$ cat src/sv/obbcp_pkg.sv
package obbcp_pkg;

    localparam int AXIS_FRAC_BITS_DEF = 14;
    // working width of the world-frame corner sums before rounding
    localparam int WS_W = 50;
    localparam logic [30:0] PEN_MAX = 31'h7FFF_FFFF;

    typedef struct packed {
        logic signed [31:0] rel_pos_x;
        logic signed [31:0] rel_pos_y;
        logic [30:0]        self_half_w;
        logic [30:0]        self_half_h;
        logic signed [15:0] self_axis_cos;
        logic signed [15:0] self_axis_sin;
        logic [30:0]        other_half_w;
        logic [30:0]        other_half_h;
        logic signed [15:0] other_axis_cos;
        logic signed [15:0] other_axis_sin;
        logic [30:0]        pen_in;
    } t_in;

    typedef struct packed {
        logic               has_contact;
        logic               improved;
        logic signed [31:0] contact_x;
        logic signed [31:0] contact_y;
        logic [30:0]        pen_out;
        logic signed [15:0] normal_x;
        logic signed [15:0] normal_y;
    } t_out;

    // self-box values that travel alongside the corner math
    typedef struct packed {
        logic [30:0]        hw;
        logic [30:0]        hh;
        logic signed [15:0] c;
        logic signed [15:0] s;
        logic [30:0]        pen;
    } t_side;

    typedef struct packed {
        logic       vld;
        logic       contact;
        logic [2:0] cnt;
    } t_ctl;

endpackage

$ cat src/sv/obbcp_resolve.sv
module obbcp_resolve #(
    parameter int AXIS_FRAC_BITS = obbcp_pkg::AXIS_FRAC_BITS_DEF,
    localparam int W_PX  = obbcp_pkg::WS_W + 17 - 2 * AXIS_FRAC_BITS,
    localparam int W_CP  = W_PX + 18
) (
    input  logic                   i_clk,
    input  logic                   i_rst_n,
    input  logic                   i_en,
    input  obbcp_pkg::t_ctl        i_ctl,
    input  logic [30:0]            i_cand [4],
    input  logic signed [W_CP-1:0] i_sxc,
    input  logic signed [W_CP-1:0] i_sys,
    input  logic signed [W_CP-1:0] i_sxs,
    input  logic signed [W_CP-1:0] i_syc,
    input  obbcp_pkg::t_side       i_side,
    output logic                   o_vld,
    output obbcp_pkg::t_out        o_out
);
    import obbcp_pkg::*;

    localparam int A   = AXIS_FRAC_BITS;
    localparam int W_N = W_CP + 2;
    localparam int W_Q = W_N - A;
    // x = q + 3 * 2^32 is nonnegative for any clamped q
    localparam logic [34:0] DIV3_BIAS = 35'h3_0000_0000;
    localparam logic [17:0] RECIP_HI  = 18'd174763;
    localparam logic [19:0] RECIP_LO  = 20'd699051;

    // clamp to 34 bits: beyond that every divisor saturates the result anyway
    function automatic logic signed [33:0] clamp34(input logic signed [W_Q-1:0] v);
        if ((&v[W_Q-1:33]) || !(|v[W_Q-1:33]))
            return v[33:0];
        else if (v[W_Q-1])
            return 34'h2_0000_0000;
        else
            return 34'h1_FFFF_FFFF;
    endfunction

    function automatic logic signed [31:0] sat32(input logic signed [35:0] v);
        if ((&v[35:31]) || !(|v[35:31]))
            return v[31:0];
        else if (v[35])
            return 32'h8000_0000;
        else
            return 32'h7FFF_FFFF;
    endfunction

    t_ctl r7_ctl, r8_ctl, r9_ctl;
    logic r10_vld;
    t_out r10_out, n10_out;

    logic signed [33:0] r7_qx, r7_qy, r8_qx, r8_qy, r9_qx, r9_qy;
    logic signed [33:0] n7_qx, n7_qy;
    logic [30:0] r7_pen, r8_pen, r9_pen, n7_pen;
    logic signed [15:0] r7_nx, r7_ny, r8_nx, r8_ny, r9_nx, r9_ny, n7_nx, n7_ny;
    logic r7_imp, r8_imp, r9_imp, n7_imp;

    logic [15:0] r8_qhx, r8_qhy, r9_qhx, r9_qhy;
    logic [16:0] r8_xhx, r8_xhy;
    logic [17:0] r8_xlx, r8_xly;
    logic [18:0] r9_qlx, r9_qly;

    logic [34:0] bx, by, prod_hx, prod_hy;
    logic [39:0] prod_lx, prod_ly;
    logic [1:0]  rhx, rhy;

    // stage 7: rounded quotient by the axis unit; pick the best face
    always_comb begin
        logic signed [W_N-1:0] rnd, sum_x, sum_y;
        logic signed [15:0] cn [4][2];
        rnd   = W_N'(i_ctl.cnt) << (A - 1);
        sum_x = W_N'(i_sxc) - W_N'(i_sys) + rnd;
        sum_y = W_N'(i_sxs) + W_N'(i_syc) + rnd;
        n7_qx = clamp34(sum_x[W_N-1:A]);
        n7_qy = clamp34(sum_y[W_N-1:A]);
        cn[0][0] = i_side.c;
        cn[0][1] = i_side.s;
        cn[1][0] = -i_side.c;
        cn[1][1] = -i_side.s;
        cn[2][0] = -i_side.s;
        cn[2][1] = i_side.c;
        cn[3][0] = i_side.s;
        cn[3][1] = -i_side.c;
        n7_pen = i_side.pen;
        n7_nx  = '0;
        n7_ny  = '0;
        n7_imp = 1'b0;
        if (i_ctl.contact) begin
            for (int k = 0; k < 4; k++) begin
                if (i_cand[k] != '0 && (i_cand[k] < n7_pen || n7_pen == '0)) begin
                    n7_pen = i_cand[k];
                    n7_nx  = cn[k][0];
                    n7_ny  = cn[k][1];
                    n7_imp = 1'b1;
                end
            end
        end
    end

    // stage 8: high digit of the divide by three
    always_comb begin
        bx = {r7_qx[33], r7_qx} + DIV3_BIAS;
        by = {r7_qy[33], r7_qy} + DIV3_BIAS;
        prod_hx = 35'(bx[34:18]) * 35'(RECIP_HI);
        prod_hy = 35'(by[34:18]) * 35'(RECIP_HI);
    end

    // stage 9: low digit with the remainder carried down
    always_comb begin
        rhx = 2'(r8_xhx - 17'(r8_qhx) * 17'd3);
        rhy = 2'(r8_xhy - 17'(r8_qhy) * 17'd3);
        prod_lx = 40'({rhx, r8_xlx}) * 40'(RECIP_LO);
        prod_ly = 40'({rhy, r8_xly}) * 40'(RECIP_LO);
    end

    // stage 10: select by corner count, saturate
    always_comb begin
        logic [34:0] d3x, d3y;
        logic signed [35:0] vx, vy;
        d3x = {r9_qhx, 18'b0} + 35'(r9_qlx);
        d3y = {r9_qhy, 18'b0} + 35'(r9_qly);
        case (r9_ctl.cnt)
            3'd2: begin
                vx = 36'(r9_qx >>> 1);
                vy = 36'(r9_qy >>> 1);
            end
            3'd3: begin
                vx = $signed({1'b0, d3x}) - 36'sh1_0000_0000;
                vy = $signed({1'b0, d3y}) - 36'sh1_0000_0000;
            end
            3'd4: begin
                vx = 36'(r9_qx >>> 2);
                vy = 36'(r9_qy >>> 2);
            end
            default: begin
                vx = 36'(r9_qx);
                vy = 36'(r9_qy);
            end
        endcase
        n10_out.has_contact = r9_ctl.contact;
        n10_out.improved    = r9_imp;
        n10_out.contact_x   = r9_ctl.contact ? sat32(vx) : '0;
        n10_out.contact_y   = r9_ctl.contact ? sat32(vy) : '0;
        n10_out.pen_out     = r9_pen;
        n10_out.normal_x    = r9_nx;
        n10_out.normal_y    = r9_ny;
    end

    always_ff @(posedge i_clk) begin
        if (!i_rst_n) begin
            r7_ctl.vld <= 1'b0;
            r8_ctl.vld <= 1'b0;
            r9_ctl.vld <= 1'b0;
            r10_vld    <= 1'b0;
        end else if (i_en) begin
            r7_ctl.vld <= i_ctl.vld;
            r8_ctl.vld <= r7_ctl.vld;
            r9_ctl.vld <= r8_ctl.vld;
            r10_vld    <= r9_ctl.vld;

            r7_ctl.contact <= i_ctl.contact;
            r7_ctl.cnt     <= i_ctl.cnt;
            r7_qx  <= n7_qx;
            r7_qy  <= n7_qy;
            r7_pen <= n7_pen;
            r7_nx  <= n7_nx;
            r7_ny  <= n7_ny;
            r7_imp <= n7_imp;

            r8_ctl.contact <= r7_ctl.contact;
            r8_ctl.cnt     <= r7_ctl.cnt;
            r8_qx  <= r7_qx;
            r8_qy  <= r7_qy;
            r8_pen <= r7_pen;
            r8_nx  <= r7_nx;
            r8_ny  <= r7_ny;
            r8_imp <= r7_imp;
            r8_qhx <= prod_hx[34:19];
            r8_qhy <= prod_hy[34:19];
            r8_xhx <= bx[34:18];
            r8_xhy <= by[34:18];
            r8_xlx <= bx[17:0];
            r8_xly <= by[17:0];

            r9_ctl.contact <= r8_ctl.contact;
            r9_ctl.cnt     <= r8_ctl.cnt;
            r9_qx  <= r8_qx;
            r9_qy  <= r8_qy;
            r9_pen <= r8_pen;
            r9_nx  <= r8_nx;
            r9_ny  <= r8_ny;
            r9_imp <= r8_imp;
            r9_qhx <= r8_qhx;
            r9_qhy <= r8_qhy;
            r9_qlx <= prod_lx[39:21];
            r9_qly <= prod_ly[39:21];

            r10_out <= n10_out;
        end
    end

    assign o_vld = r10_vld;
    assign o_out = r10_out;

endmodule

$ cat config.mk
export PLATFORM = sky130hd
export DESIGN_NAME = obbcp_resolve
export DESIGN_NICKNAME = d
export VERILOG_FILES = /design/src/sv/obbcp_pkg.sv /design/src/sv/obbcp_resolve.sv
export SDC_FILE = /design/constraint.sdc
export NUM_CORES = 2
export LEC_CHECK = 0
export BUFFER_PORTS_ARGS = -buffer_cell sky130_fd_sc_hd__buf_2
export CORE_MARGIN = 4
export CORE_UTILIZATION = 30
export DETAILED_ROUTE_END_ITERATION = 10
export MAX_ROUTING_LAYER = met4
export SLEW_MARGIN = 20
export SYNTH_ARGS = -nofsm -noshare
export SYNTH_HDL_FRONTEND = slang
export SYNTH_SLANG_ARGS = --single-unit
export TNS_END_PERCENT = 10
$ cat constraint.sdc
create_clock -name i_clk -period 42.3 [get_ports i_clk]
set_clock_uncertainty 0.15 [all_clocks]
set_input_delay 2.115 -clock i_clk [delete_from_list [all_inputs] [get_ports i_clk]]
set_output_delay 2.115 -clock i_clk [all_outputs]
set_load 0.03 [all_outputs]
Yosys cells after proc, flatten, opt, wreduce, memory -nomap -nowiden --
Cells that the tools add are included.
Cells by class: add/sub/neg operators 14, multiply operators 6, magnitude comparators 4, divide/modulo/power cells 0, eq/ne operators 3, reductions and logical operators 33, bitwise operators 0, shift-type cells 0, muxes and demuxes 30
Operators by type and width (count):
- 31-bit two-way mux | 8
- 36-bit one-hot mux with 3 select lines | 2
- 34-bit two-way mux | 4
- 16-bit two-way mux | 8
- 32-bit two-way mux | 4
- 31-bit zero test | 4
- 31-bit less-than comparator | 4
- 31-bit nonzero test | 4
- 58-bit by 17-bit adder with 59-bit output | 2
- 20-bit by 20-bit multiplier with 40-bit output, second input constant | 2
- 35-bit by 33-bit subtractor with 36-bit output, second input constant | 2
- 34-bit by 19-bit adder with 35-bit output | 2
- 35-bit by 34-bit adder with 35-bit output, second input constant | 2
- 17-bit by 18-bit multiplier with 35-bit output, second input constant | 2
- 57-bit by 57-bit adder with 58-bit output | 1
- 57-bit by 57-bit subtractor with 58-bit output | 1
- 16-bit by 2-bit multiplier with 2-bit output, second input constant | 2
- 16-bit negation | 2
- 12-bit AND reduction | 2
- 12-bit OR reduction | 2
- 5-bit AND reduction | 2
- 5-bit OR reduction | 2
- 1-bit logical OR | 8
- 3-bit by 2-bit equality test with 1-bit output, second input constant | 2
- other kinds (6) | 16
Storage, ports and cells: latch bits 0, logic and storage cells 135, memory bits (read-only) 0, memories 0, bits in registers 683, RAM bits 0, output and inout port bits 130, input bits 485

Logic depth before layout (Yosys ltp) --
depth in word-level cells 20, depth in mapped cells 65, gate-level depth less buffers 54

Least setup slack after synthesis --
Ideal clock, no wire load.
path kind input -> register, start point input i_en, end point register r9_ctl (netlist bit n10_out[128]), enable pin, library setup time 1.086 ns, data required time 41.064 ns, arrival 16.723 ns, path buffers 1, slack 24.341 ns, stages on the path 2, path through clkbuf_1 > and2_1
Between the ends: cells in the longest elaborated chain, start to end 1
RTL lines:
- start, declared | RTL line obbcp_resolve.sv:8 | input logic i_en,
- 2-bit AND reduction (no line)
- end, declared | RTL line obbcp_resolve.sv:48 | t_ctl r7_ctl, r8_ctl, r9_ctl;
Every way passes these cells. A chain may end at the register's enable or synchronous reset.

Worst setup path in the final report --
start point input i_side[30] in the netlist's numbering, end point register r7_ny[5], data pin
Between the ends: cells in the longest elaborated chain, start to end 19, elaborated cells on any way between the ends 26, those cells by class 4 x order compare; 10 x mux; 12 x reduce/logical
RTL lines:
- start, declared | RTL line obbcp_resolve.sv:15 | input obbcp_pkg::t_side i_side,
- 31-bit less-than comparator or 31-bit zero test (tied branches) | RTL line obbcp_resolve.sv:90 | if (i_cand[k] != '0 && (i_cand[k] < n7_pen || n7_pen == '0)) begin
- 1-bit logical OR | RTL line obbcp_resolve.sv:90
- 1-bit logical AND | RTL line obbcp_resolve.sv:90
- 31-bit two-way mux | RTL line obbcp_resolve.sv:90
- 31-bit two-way mux | RTL line obbcp_resolve.sv:88 | if (i_ctl.contact) begin
- 31-bit less-than comparator or 31-bit zero test (tied branches) | RTL line obbcp_resolve.sv:90
- 1-bit logical OR | RTL line obbcp_resolve.sv:90
- 1-bit logical AND | RTL line obbcp_resolve.sv:90
- [3 not listed]
- 1-bit logical OR | RTL line obbcp_resolve.sv:90
- 1-bit logical AND | RTL line obbcp_resolve.sv:90
- 31-bit two-way mux | RTL line obbcp_resolve.sv:90
- 31-bit two-way mux | RTL line obbcp_resolve.sv:88
- 31-bit less-than comparator or 31-bit zero test (tied branches) | RTL line obbcp_resolve.sv:90
- 1-bit logical OR | RTL line obbcp_resolve.sv:90
- 1-bit logical AND | RTL line obbcp_resolve.sv:90
- 16-bit two-way mux (*) | RTL line obbcp_resolve.sv:90
- end signal, assigned | RTL line obbcp_resolve.sv:167 | r7_ny <= n7_ny;
- end, declared | RTL line obbcp_resolve.sv:55 | logic signed [15:0] r7_nx, r7_ny, r8_nx, r8_ny, r9_nx, r9_ny, n7_nx, n7_ny;
Every way passes the cells marked *; elsewhere a longest branch is shown, timed or not. The select of a mux whose other input is x is not followed.

==> results.ini <==
[outcome]
status=completed

[job]
max_cap_viol_count=0

[global_route]
grt_max_degree=182
grt_remaining_overflow=0
track_usage=0.163
first_global_vias=41900
antenna_found_initial=11
grt_first_pass_wirelength_mm=244

[finish]
nNetsFinal=7707
mostFrequentLayoutCells=ha_1, inv_1, edfxtp_1
stdcell_count=8406
synthToLayoutAreaGrowth_pct=13.9
final_layout_size_suffix_gt1_frac=0.125
fillerInstances=19100
mostFrequentLayoutCell=ha_1

[sta]
min_period_over_period=0.370
tns_ns=0
setup_viol=0
fmax_ghz=0.0639
tightest_slew_ns=1.09
rsz0062_at_grt=false
fin_crit_ns=15.66
slew_headroom=0.272
maxSlewViolCount=0
hold_viol_final=0

[detailed_routing]
first_iter_violations=2580
avgViaCountPerCell=4.87
vias=40900
ant_nets=0
drtPass1Iterations=6
drt_wl_total_mm=160
drc=0
wl_per_cell_um=19.0

[clock_tree]
cts_max_level=3
clock-sinks=643
clk_path_buf_depth=3
cts_tree=built
ctsRootBufferMaster=clkbuf_16
cts_buffers=75
cts_hold_buf=0
path_clk_slew_ns=0.07
insertion_delay_ns=0.68
post_cts_buffers=0
post_cts_resized=0

[power]
ir_drop_mv=0.118
powerDensity_mw_per_mm2=96.5
p_leak_uw=0.0299

[die]
initial_core_util=0.303
rows=160
coreArea_mm2=0.191
die_x_um=446
die_area_mm2=0.199
ios=615
die_h_um=446

[critical_path]
crit_path_end_kind=flip-flop
critPathMostFrequentCell=a21oi_1
required_ns=42.52
start_kind=input port
crit_path_top_delay_cell=buf_4
critical_path_class=input port to flip-flop
arrival_ns=15.88
cp_max_fo=83
slowest_delay_ns=0.83

[synthesis]
synthArstFlopShare=0
synth.ff_latch_count=643
syn_area_per_cell_um2=10.8
syn_nets=7203
syn_inst=5326
yosysUniqueCellTypes=78
ys_warn_count=0
synth-edff-count=639
ys_seq_area_frac=0.334
synth_flop_cell=edfxtp_1
netlist_area_mm2=0.0577

[place]
port_buffers=552
routabilityCongestion=0.940
dpl.hpwl_mm=131
dp_cells=8263

[hold_path]
min_path_type=flip-flop to flip-flop

==> metal layers <==
layer  part of all wire  vias up  track usage  routed length, µm
met2               0.49      956        0.271              78100
met5                  0        -            -                  0
met3              0.040      204       0.0176               6400
met4              0.033        0       0.0559               5340
li1                   -    19800            -                  -
met1               0.44    20000        0.206              69800
==> final timing paths <==
path | startpoint | endpoint | slack (ns) | cells past startpoint
max | i_side[30] | r7_ny[5] | 26.64 | 54
min | r8_pen[30] | r9_pen[30] | 0.25 | 0
max reg2reg | r8_qy[5] | r9_qly[18] | 33.70 | 28
min reg2reg | r8_pen[30] | r9_pen[30] | 0.25 | 0
==> worst max-delay path, delay by kind of cell <==
| family | cells | cell delay, ns |
|---|---|---|
| adders and majority gates | 3 | 0.95 |
| muxes | 1 | 0.23 |
| AOI/OAI and AO/OA | 29 | 6.75 |
| buffers and inverters | 8 | 2.98 |
| and+or+nand+nor | 13 | 2.67 |
==> kinds of logic after synthesis <==
family	synth area share
adder cells (fa/ha/maj)	0.360
buffers and inverters	0.0689
AO/OA/AOI/OAI	0.113
AND/OR/NAND/NOR	0.0859
flip-flops	0.334
XOR/XNOR	0.0257
multiplexers	0.0120
==> area by class of cell <==
class                      instances  area [µm²]  share of cell area
antenna                            9        22.5            0.000343
clock buffer                      82        1900              0.0290
clock inverter                    51         457             0.00695
inverter                         886        3330              0.0506
multi-input combinational       3639       34500               0.525
sequential                       643       19300               0.293
tap                             2511        3140              0.0478
timing repair buffer             585        3060              0.0466
==> state kept, by name (all words and copies together) (netlist names), 19 cells and up <==
name and cells:
r9_qlx 19, r7_pen 31, r9_qly 19, r8_qy 34, r9_qx 34, r8_pen 31, r7_qx 34, r9_pen 31
r8_qx 34, r9_qy 34, r7_qy 34, o_out 129
==> cell usage after synthesis (all sizes together) (23+ instances only) <==
library cell | n | area, µm²
inv | 885 | 3320
o22ai | 46 | 288
a21o | 92 | 691
nor2 | 255 | 960
edfxtp | 639 | 19200
mux2i | 68 | 681
a311o | 25 | 250
buf | 43 | 214
nor4 | 33 | 206
and2 | 39 | 244
o21a | 62 | 465
xor2 | 62 | 543
a21oi | 383 | 1920
ha | 948 | 11900
fa | 444 | 8890
xnor2 | 107 | 937
or3 | 40 | 250
a221oi | 36 | 315
o211ai | 35 | 263
and3 | 27 | 169
nand2b | 34 | 213
nand2 | 159 | 597
nand4 | 58 | 363
a31oi | 23 | 150
nor2b | 70 | 438
clkbuf | 115 | 432
nand3 | 87 | 435
o21ai | 135 | 687
nor3 | 141 | 706
a21boi | 35 | 263
==> report_power, final <==
part | switching, µW | internal [µW]
logic | 2570 | 2070
clock network | 280 | 350
registers | 39.1 | 1030
==> metrics by stage <==
step	hold WS [ns]	area, µm²	util	power [µW]	worst slack [ns]
after global placement	0.251	63300	0.332	5640	25.80
after floorplan	0.250	57700	-	4620	24.34
after CTS	0.252	65600	0.344	6440	26.52
after detailed placement	0.255	63300	0.332	5720	25.78
after global routing	0.251	65700	0.345	7150	25.54
final	0.253	65700	0.345	6340	26.64
Note: power is estimated with default switching activity, not from simulation.
